[config.mk]
export PLATFORM = sky130hd
export DESIGN_NAME = file_directory_sector_allocator
export DESIGN_NICKNAME = d
export VERILOG_FILES = /design/src/rtl/core/fdsa_pkg.sv /design/src/rtl/core/file_directory_sector_allocator.sv
export SDC_FILE = /design/constraint.sdc
export NUM_CORES = 2
export LEC_CHECK = 0
export BUFFER_PORTS_ARGS = -buffer_cell sky130_fd_sc_hd__buf_4
export CAP_MARGIN = 20
export CELL_PAD_IN_SITES_DETAIL_PLACEMENT = 1
export CELL_PAD_IN_SITES_GLOBAL_PLACEMENT = 1
export CORE_MARGIN = 2
export CORE_UTILIZATION = 40
export CTS_BUF_LIST = sky130_fd_sc_hd__clkbuf_16
export CTS_CLUSTER_SIZE = 28
export DETAILED_ROUTE_END_ITERATION = 8
export PLACE_DENSITY_LB_ADDON = 0.1
export SLEW_MARGIN = 10
export SYNTH_ARGS = -nofsm -noshare
export SYNTH_HDL_FRONTEND = slang
export SYNTH_SLANG_ARGS = --single-unit
[constraint.sdc]
create_clock -name clk_i -period 8.78 [get_ports clk_i]
set_input_delay 0.878 -clock clk_i [delete_from_list [all_inputs] [get_ports clk_i]]
set_output_delay 0.878 -clock clk_i [all_outputs]
set_load 0.01 [all_outputs]
[src/rtl/core/fdsa_pkg.sv]
// Shared constants, codes and state type for the file directory sector allocator.
// No dependencies.
package fdsa_pkg;

  localparam int unsigned DirEntries     = 16;
  localparam int unsigned SectorsPerFile = 26;
  localparam int unsigned NameBytes      = 6;
  localparam int unsigned MapSectors     = 256;
  localparam int unsigned ListDepth      = DirEntries * SectorsPerFile;

  localparam int unsigned EntryW  = $clog2(DirEntries);
  localparam int unsigned CountW  = 5;
  localparam int unsigned SecW    = 8;
  localparam int unsigned SecIdxW = 9;
  localparam int unsigned AddrW   = $clog2(ListDepth);
  localparam int unsigned NameW   = 48;

  localparam logic [SecIdxW-1:0] ResetReserved = 9'd3;

  typedef enum logic [1:0] {
    ActLookup = 2'd0,
    ActWrite  = 2'd1,
    ActDelete = 2'd2,
    ActNone   = 2'd3
  } action_e;

  typedef enum logic [1:0] {
    StOk       = 2'd0,
    StNotFound = 2'd1,
    StNoEntry  = 2'd2,
    StShort    = 2'd3
  } status_e;

  typedef enum logic [2:0] {
    SIdle,
    SFind,
    SDecide,
    SAlloc,
    SRead,
    SEmit,
    SOne
  } state_e;

endpackage

[src/rtl/core/file_directory_sector_allocator.sv]
// Top level of the file directory sector allocator: directory scan, first-fit
// allocation and result sequencing. Depends on fdsa_pkg.
//
// A request is taken when start_i is high and busy_o is low; busy_o stays high
// until the last result has been formed. Every request with a used action first
// walks all 16 directory entries, one per cycle, then decides. Sectors are
// only freed by a write of reserved_sectors, so the free sectors always form one
// run that starts at a pointer; a write takes sectors from that run, one per
// cycle, then closes the list. Results leave one per sector, each after a read
// of the sector list memory, which has a registered read port. A request that
// ends in a single result (miss, delete, no free entry) goes from the decision
// straight to that result; a lookup reads and sends each sector in turn, and a
// write first allocates its sectors and then does the same. Each result shows on the ports
// the cycle after it is formed, the last one in the first cycle with busy_o low.
// Results are strobed by result_valid_o for one cycle and cannot be stalled.
// Writing reserved_sectors resets the free-sector pointer and is taken only
// while idle.
module file_directory_sector_allocator (
  input  logic        clk_i,
  input  logic        rst_ni,
  input  logic        start_i,
  output logic        busy_o,
  input  logic [1:0]  action_i,
  input  logic [47:0] file_name_i,
  input  logic [5:0]  sector_count_i,
  input  logic        cfg_valid_i,
  output logic        cfg_ready_o,
  input  logic [8:0]  cfg_data_i,
  output logic        result_valid_o,
  output logic [7:0]  sector_number_o,
  output logic        sector_valid_o,
  output logic [1:0]  status_o,
  output logic [4:0]  sector_total_o,
  output logic        last_o
);

  fdsa_pkg::state_e state_q, state_d;

  logic [fdsa_pkg::NameW-1:0]   names_q [fdsa_pkg::DirEntries];
  logic [fdsa_pkg::CountW-1:0]  len_q   [fdsa_pkg::DirEntries];
  logic [fdsa_pkg::SecW-1:0]    list_mem [fdsa_pkg::ListDepth];

  // lowest free sector; every sector from here up to the end of the map is free
  logic [fdsa_pkg::SecIdxW-1:0] first_free_q;

  fdsa_pkg::action_e            act_q;
  logic [fdsa_pkg::NameW-1:0]   name_q;
  logic [fdsa_pkg::CountW-1:0]  cnt_q;
  logic [fdsa_pkg::EntryW-1:0]  idx_q;
  logic                         found_q, free_q;
  logic [fdsa_pkg::EntryW-1:0]  match_q, fre_q, ent_q;
  logic [fdsa_pkg::SecIdxW-1:0] sec_q;
  logic [fdsa_pkg::CountW-1:0]  got_q, k_q;
  fdsa_pkg::status_e            stat_q;
  logic [fdsa_pkg::SecW-1:0]    rdata_q;

  logic [fdsa_pkg::CountW-1:0]  cnt_sat;
  logic [fdsa_pkg::AddrW-1:0]   wr_addr, rd_addr;
  logic [fdsa_pkg::SecIdxW-1:0] cfg_first;
  logic                         alloc_end, emit_last, do_write, take;

  assign cnt_sat = (sector_count_i > 6'(fdsa_pkg::SectorsPerFile))
                 ? fdsa_pkg::CountW'(fdsa_pkg::SectorsPerFile)
                 : sector_count_i[fdsa_pkg::CountW-1:0];
  assign wr_addr = fdsa_pkg::AddrW'(ent_q * fdsa_pkg::SectorsPerFile)
                 + fdsa_pkg::AddrW'(got_q);
  assign rd_addr = fdsa_pkg::AddrW'(ent_q * fdsa_pkg::SectorsPerFile)
                 + fdsa_pkg::AddrW'(k_q);
  // sector zero ends a list, so it is never handed out
  assign cfg_first = (cfg_data_i == '0) ? 9'd1 : cfg_data_i;
  assign alloc_end = (got_q == cnt_q) || (sec_q >= 9'(fdsa_pkg::MapSectors));
  assign emit_last = (got_q == '0) || (k_q == got_q - 5'd1);
  assign take      = start_i && !busy_o;
  assign do_write  = (state_q == fdsa_pkg::SAlloc) && !alloc_end;

  // next state
  always_comb begin
    state_d = state_q;
    unique case (state_q)
      fdsa_pkg::SIdle: begin
        if (take && (action_i != fdsa_pkg::ActNone)) state_d = fdsa_pkg::SFind;
      end
      fdsa_pkg::SFind: begin
        if (idx_q == fdsa_pkg::EntryW'(fdsa_pkg::DirEntries - 1)) state_d = fdsa_pkg::SDecide;
      end
      fdsa_pkg::SDecide: begin
        unique case (act_q)
          fdsa_pkg::ActLookup: state_d = found_q ? fdsa_pkg::SRead : fdsa_pkg::SOne;
          fdsa_pkg::ActWrite:  state_d = (found_q || free_q) ? fdsa_pkg::SAlloc
                                                             : fdsa_pkg::SOne;
          default:             state_d = fdsa_pkg::SOne;
        endcase
      end
      fdsa_pkg::SAlloc: begin
        if (alloc_end) state_d = fdsa_pkg::SRead;
      end
      fdsa_pkg::SRead: state_d = fdsa_pkg::SEmit;
      fdsa_pkg::SEmit: state_d = emit_last ? fdsa_pkg::SIdle : fdsa_pkg::SRead;
      fdsa_pkg::SOne:  state_d = fdsa_pkg::SIdle;
      default:         state_d = fdsa_pkg::SIdle;
    endcase
  end

  // outputs of the sequencer
  always_comb begin
    busy_o      = (state_q != fdsa_pkg::SIdle);
    cfg_ready_o = (state_q == fdsa_pkg::SIdle);
  end

  always_ff @(posedge clk_i or negedge rst_ni) begin
    if (!rst_ni) begin
      state_q <= fdsa_pkg::SIdle;
    end else begin
      state_q <= state_d;
    end
  end

  // sector list store, no reset; only the prefix given by len_q is ever used
  always_ff @(posedge clk_i) begin
    if (do_write) list_mem[wr_addr] <= sec_q[fdsa_pkg::SecW-1:0];
    if (state_q == fdsa_pkg::SRead) rdata_q <= list_mem[rd_addr];
  end

  always_ff @(posedge clk_i or negedge rst_ni) begin
    if (!rst_ni) begin
      for (int i = 0; i < fdsa_pkg::DirEntries; i++) begin
        names_q[i] <= '0;
        len_q[i]   <= '0;
      end
      first_free_q   <= fdsa_pkg::ResetReserved;
      act_q          <= fdsa_pkg::ActNone;
      name_q         <= '0;
      cnt_q          <= '0;
      idx_q          <= '0;
      found_q        <= 1'b0;
      free_q         <= 1'b0;
      match_q        <= '0;
      fre_q          <= '0;
      ent_q          <= '0;
      sec_q          <= '0;
      got_q          <= '0;
      k_q            <= '0;
      stat_q         <= fdsa_pkg::StOk;
      result_valid_o <= 1'b0;
      sector_number_o <= '0;
      sector_valid_o <= 1'b0;
      status_o       <= '0;
      sector_total_o <= '0;
      last_o         <= 1'b0;
    end else begin
      result_valid_o <= (state_q == fdsa_pkg::SEmit) || (state_q == fdsa_pkg::SOne);
      if (cfg_valid_i && cfg_ready_o) begin
        first_free_q <= cfg_first;
      end
      unique case (state_q)
        fdsa_pkg::SIdle: begin
          if (take) begin
            act_q   <= fdsa_pkg::action_e'(action_i);
            name_q  <= file_name_i;
            cnt_q   <= cnt_sat;
            idx_q   <= '0;
            found_q <= 1'b0;
            free_q  <= 1'b0;
          end
        end
        fdsa_pkg::SFind: begin
          if (!found_q && names_q[idx_q] == name_q) begin
            found_q <= 1'b1;
            match_q <= idx_q;
          end
          if (!free_q && names_q[idx_q][7:0] == 8'h00) begin
            free_q <= 1'b1;
            fre_q  <= idx_q;
          end
          idx_q <= idx_q + 1'b1;
        end
        fdsa_pkg::SDecide: begin
          ent_q <= found_q ? match_q : fre_q;
          k_q   <= '0;
          got_q <= (act_q == fdsa_pkg::ActLookup) ? len_q[match_q] : '0;
          sec_q <= first_free_q;
          unique case (act_q)
            fdsa_pkg::ActLookup: begin
              stat_q <= found_q ? fdsa_pkg::StOk : fdsa_pkg::StNotFound;
            end
            fdsa_pkg::ActWrite: begin
              stat_q <= fdsa_pkg::StNoEntry;
              if (found_q || free_q) names_q[found_q ? match_q : fre_q] <= name_q;
            end
            default: begin
              stat_q <= found_q ? fdsa_pkg::StOk : fdsa_pkg::StNotFound;
              if (found_q) begin
                names_q[match_q][7:0] <= 8'h00;
                len_q[match_q]        <= '0;
              end
            end
          endcase
        end
        fdsa_pkg::SAlloc: begin
          if (alloc_end) begin
            len_q[ent_q] <= got_q;
            first_free_q <= sec_q;
            stat_q <= (got_q < cnt_q) ? fdsa_pkg::StShort : fdsa_pkg::StOk;
          end else begin
            got_q <= got_q + 1'b1;
            sec_q <= sec_q + 1'b1;
          end
        end
        fdsa_pkg::SRead: begin
        end
        fdsa_pkg::SEmit: begin
          sector_valid_o  <= (k_q < got_q);
          sector_number_o <= (k_q < got_q) ? rdata_q : 8'h00;
          status_o        <= stat_q;
          sector_total_o  <= emit_last ? got_q : '0;
          last_o          <= emit_last;
          k_q             <= k_q + 1'b1;
        end
        fdsa_pkg::SOne: begin
          sector_valid_o  <= 1'b0;
          sector_number_o <= 8'h00;
          status_o        <= stat_q;
          sector_total_o  <= '0;
          last_o          <= 1'b1;
        end
        default: begin
        end
      endcase
    end
  end

endmodule

Word level (Yosys, flattened, before mapping) --
Memories as Yosys holds them, arrays and structs flattened. A register that Yosys moved wholly into a read port is not among the register bits. Cells that the tools add are included.
Word-level totals: flip-flop bits (word level) 972, RAM bits 3328, input bits 69, output and inout port bits 20, logic and storage cells 207, memories 1
Memories:
- list_mem | depth 416, width 8, read ports 1, clocked after Yosys merged registers in 1, wr ports 1, line file_directory_sector_allocator.sv:41 | logic [fdsa_pkg::SecW-1:0] list_mem [fdsa_pkg::ListDepth];
Cells by class: add/subtract/negate cells 7, multiply operators 1, order comparisons 11, equal/unequal tests 22, muxes and demuxes 64, bitwise gates (word level) 7, reduce and logical (&&, ||, !) cells 41
Operators with widths (number):
- bitwise mux 768 bit | 2
- 2-to-1 mux 768 bit | 2
- one-hot mux 768 bit (2 select lines) | 1
- demux 48 bit (select 4 bit) | 2
- 2-to-1 mux 80 bit | 3
- binary-select mux 48 bit (select 4 bit) | 1
- one-hot mux 80 bit (2 select lines) | 1
- 2-to-1 mux 48 bit | 3
- bitwise AND 80 bit | 1
- bitwise mux 80 bit | 1
- NOT 80 bit | 1
- equality test 48 bit | 1
- 2-to-1 mux 9 bit | 5
- demux 5 bit (select 4 bit) | 2
- 2-to-1 mux 5 bit | 8
- one-hot mux 5 bit (2 select lines) | 3
- binary-select mux 5 bit (select 4 bit) | 1
- >= comparator 5 bit, second input constant | 4
- NOT 4 -> 5 bit | 4
- adder 9 x 5 -> 9 bit | 2
- != test 2 bit, second input constant | 9
- one-hot mux 3 bit (6 select lines) | 1
- one-hot mux 9 bit (2 select lines) | 1
- 2-to-1 mux 8 bit | 2
- other kinds (40) | 92

Depth between registers and ports, before layout --
word-level depth 10, mapped depth 19, gate-level depth less buffers 13

Worst setup path before layout --
OpenSTA, ideal clock, no wires.
path kind register to register, from register sec_q[2] (netlist name), to register sec_q[7] (netlist name), setup time 0.100 ns, arrival time 6.791 ns, data required time 8.680 ns, setup slack 1.888 ns, cell stages (with the launch flop) 5, path buffers 0, clock period less this slack 6.892 ns, cell sequence dfrtp_1 nand3_1 o21ai_0 a21oi_1 a21oi_1
Between the ends: longest elaborated chain between the ends 4, elaborated cells between the ends (all ways) 7, those cells by class add/sub: 1; order compare: 1; eq/ne: 1; mux: 2; reduce/logical: 2
Ends and longest elaborated chain:
- from (decl) | line file_directory_sector_allocator.sv:52 | logic [fdsa_pkg::SecIdxW-1:0] sec_q;
- from (signal assigned) | line file_directory_sector_allocator.sv:181 | sec_q <= first_free_q;
- from (signal assigned) | line file_directory_sector_allocator.sv:206 | sec_q <= sec_q + 1'b1;
- >= comparator 9 bit | line file_directory_sector_allocator.sv:71 | assign alloc_end = (got_q == cnt_q) || (sec_q >= 9'(fdsa_pkg::MapSectors));
- logical OR 1 bit | line file_directory_sector_allocator.sv:71
- != test 2 bit (no line)
- AND reduction 2 bit (no line)
Parallel ways exist; a longest one is shown, timed or not. The select of a mux whose other input is x is not followed. A chain may end at the register's enable or synchronous reset.

Worst setup path after layout --
from register ent_q[1] (netlist name), to register rdata_q[5] (netlist name) (read register of list_mem), data pin
Between the ends: longest elaborated chain between the ends 2
Ends and longest elaborated chain:
- from (decl) | line file_directory_sector_allocator.sv:51 | logic [fdsa_pkg::EntryW-1:0] match_q, fre_q, ent_q;
- from (signal assigned) | line file_directory_sector_allocator.sv:178 | ent_q <= found_q ? match_q : fre_q;
- multiplier 4 x 4 -> 8 bit | line file_directory_sector_allocator.sv:67 | assign rd_addr = fdsa_pkg::AddrW'(ent_q * fdsa_pkg::SectorsPerFile)
- adder 9 x 5 -> 9 bit | line file_directory_sector_allocator.sv:68 | + fdsa_pkg::AddrW'(k_q);
- to (decl) | line file_directory_sector_allocator.sv:55 | logic [fdsa_pkg::SecW-1:0] rdata_q;
No other way between the ends.

==> impl_metrics.tcl <==
set metrics [dict create \
    p_leak_nw 68.13 \
    wl_per_cell_um 34.09 \
    synth_nets 9153 \
    io_buffer_count 88 \
    peakVddDrop_mv 0.5407 \
    cts_tree "yes" \
    htreeDepth 5 \
    holdCritPathClass "input pin to flop" \
    die_h_um 663.1 \
    antenna_found_initial 42 \
    synth_top_family_by_area "multiplexers" \
    synth_compound_area_share_pct 2.192 \
    grtUsageTotal_pct 23.62 \
    drive_gt1_share_pct 29.26 \
    p_comb_share_pct 41.0 \
    synth_mux_area_share_pct 20.19 \
    die_area_mm2 0.4397 \
    required_ns 9.48 \
    clk_latency_ns 1.02 \
    crit_type "flop to flop" \
    gp_congestion 0.8095 \
    cp_cell_sequence "inv_1, ha_1, ha_1, ha_1, ha_1, a21oi_1, nand3_1, nand2_4, buf_4, mux4_2, mux4_2, nor3_1, a2111oi_0" \
    hpwl_um 318000 \
    rsz0062_at_grt "no" \
    first_pass_iters 5 \
    routed_wirelength_um 521500 \
    die_x_um 663.1 \
    final_nets 9285 \
    holdWs_ns 0.09784 \
    slew_violations 49 \
    drt_iter0_drc 9680 \
    crit_slowest_cell "nand2_4" \
    io_pins 89 \
    drtAntennaViolNets 0 \
    ys_seq_area_share_pct 71.66 \
    maxCapViolCount 0 \
    finalPower_w 0.07564 \
    synthXorXnorAreaFrac_pct 0.3377 \
    max_slew_margin_pct -3.157 \
    start_util_pct 40.07 \
    netSwitchingFraction_pct 38.79 \
    critPathBufInv 2 \
    cp.arrival_ns 7.82 \
    hold_viol_final 0 \
    reg2reg_slack_ns 1.66 \
    power_frac_seq_pct 34.0 \
    powerDensity_mw_per_mm2 385.3 \
    grt_pass1_vias 94050 \
    synth_edf_count 3336 \
    mostFrequentLayoutCells "edfxtp_1 (3336), mux4_2 (1289), dfrtp_1 (956)" \
    cts_root_buf "clkbuf_16" \
    grt_pass1_wl_um 748600 \
    cts_sinks 4308 \
    violations "slew limit" \
    synth-async-reset-ratio_pct 22.56 \
    post-route-period-util_pct 81.08 \
    crit_path_start_kind "flop" \
    drt-vias-per-instance 5.838 \
    synth_adder_area_share_pct 0.3370 \
    cp_top_family "simple AND/OR/NAND/NOR gates" \
    end_kind "flop" \
    rows 242 \
    path_clk_slew_ns 0.06 \
    post_cts_buffers 0 \
    tightest_slew_ns 1.547 \
    synth_cell_type_count 66 \
    status "finished, violations left" \
    critPathMaxStageDelay_ns 0.96 \
    core-area_mm2 0.4336 \
    grt_remaining_overflow 0 \
    cts.path.max_buffers 4 \
    cp_common_cell "ha_1" \
    vias 89330 \
    final_common_cell "edfxtp_1" \
    cp_max_fo 29 \
    synth_area_per_cell_um2 19.22 \
    finalSetupViolCount 0 \
    p_int_w 0.04630 \
    finalSetupTns_ns 0 \
    switching_power_w 0.02934 \
    synth_ff_type "edfxtp_1" \
    fin_crit_ns 7.118 \
    ys_ff_latch 4308 \
    clock.fmax_mhz 140.5 \
    cts_made_buffers 455 \
    clkPwrFrac_pct 24.9 \
    netlist_instances 9039 \
    syn2layout_area_growth_pct 12.99 \
    grt_max_degree 189 \
    drc 0 \
    synthesis.area_mm2 0.1738 \
    ys_warn_count 0 \
    fin_worst_skew_ns 0.05686 \
    yosys.area_share.simple_pct 3.765 \
]
[power groups by stage]
| stage | Clock, W | Sequential, W | Combinational (W) |
|---|---|---|---|
| global placement | 0 | 0.0262 | 0.0307 |
| finish | 0.0189 | 0.0257 | 0.0310 |
| CTS | 0.0192 | 0.0258 | 0.0312 |
| detailed placement | 0 | 0.0262 | 0.0311 |
| floorplan | 0 | 0.0271 | 0.0167 |
| global route | 0.0200 | 0.0258 | 0.0324 |
[cell families (layout without fill, tap and decap cells)]
| group | after synthesis | in the layout |
|---|---|---|
| multiplexers | 1832 | 1832 |
| XOR/XNOR | 67 | 67 |
| flip-flops | 4308 | 4308 |
| buffers and inverters | 655 | 1173 |
| AND/OR/NAND/NOR | 1616 | 1616 |
| AO/OA/AOI/OAI | 516 | 516 |
| other | 0 | 9 |
| adder cells (fa/ha/maj) | 45 | 45 |
[metrics by stage]
| stage | cells | area, um^2 | setup WS, ns | util (%) |
|---|---|---|---|---|
| 3_5_place_dp | 14440 | 181600 | 1.635 | 41.88 |
| 4_1_cts | 15280 | 196100 | 1.636 | 45.23 |
| 6_report | 15300 | 196300 | 1.662 | 45.28 |
| 3_3_place_gp | 14440 | 181500 | 1.683 | 41.87 |
| 5_1_grt | 15290 | 196300 | 1.313 | 45.27 |
| 2_1_floorplan | 9039 | 173800 | 1.888 | - |
[cells in the mapped netlist (all sizes together), types with 5 or more instances]
cell type,instances,share of area (%)
edfxtp,3336,58
mux4,1289,17
dfrtp,968,14
nand2,879,1.9
nor2,504,1.1
mux2,488,3.2
clkbuf,390,0.84
buf,236,0.62
a22o,233,1.2
nand3,80,0.23
o21ai,78,0.22
a21oi,76,0.22
mux2i,55,0.32
ha,42,0.30
nor3,35,0.10
xor2,35,0.18
xnor2,32,0.16
and3,31,0.11
inv,29,0.063
a31oi,19,0.068
nand4,18,0.065
nor2b,16,0.058
a21o,14,0.060
a22oi,13,0.056
and2,13,0.047
nor4,12,0.052
nand2b,11,0.040
o22ai,11,0.040
a311oi,10,0.050
o31ai,8,0.035
a211o,7,0.035
a211oi,7,0.030
o211ai,6,0.026
a221oi,5,0.025
nor3b,5,0.022
[per-layer routing]
metal / GRT usage, % / wire, um
met5: 0 / 26
met4: 4.847 / 10600
met3: 3.782 / 34520
met2: 37.86 / 249300
met1: 34.38 / 227100
[repair_timing]
action | in CTS | in global routing
gates resized for setup | 0 | 0
endpoints found under the hold margin | 85 | 0
hold buffers | 1 | 0
[worst paths after layout]
path	from	endpoint	cells past startpoint
worst max register to register	ent_q[1]	rdata_q[5]	13
worst min-delay path	file_name_i[16]	name_q[16]	3
worst min register to register	names_q[37]	names_q[37]	2
max in group asynchronous	rst_ni	names_q[37]	3
worst max-delay path	ent_q[1]	rdata_q[5]	13
min in group asynchronous	rst_ni	names_q[719]	2
[flip-flops by register name, indices dropped and copies added, names as in the netlist, 8 cells and up]
register,count
list_mem,3328
names_q,768
len_q,80
name_q,48
first_free_q,9
sec_q,9
rdata_q,8
sector_number_o,8
[worst register-to-register path, delay by kind of cell, from the launching register on]
kind / cells / cell delay [ns]
DFF: 1 / 0.59
and+or+nand+nor: 3 / 2.17
AOI/OAI and AO/OA: 2 / 0.66
muxes: 2 / 1.15
buffers and inverters: 2 / 0.80
adders and majority gates: 4 / 1.49
[cell type report]
type,instances,area (um^2)
fillers,39820,237300
clock buffers,462,11560
clock inverters,381,2945
multi-input cells,4076,47050
well taps,5734,7174
flip-flops and latches,4308,124500
inverters,29,111.4
diodes,9,22.52
repair buffers,301,2910
(Power assumes the default switching activity.)
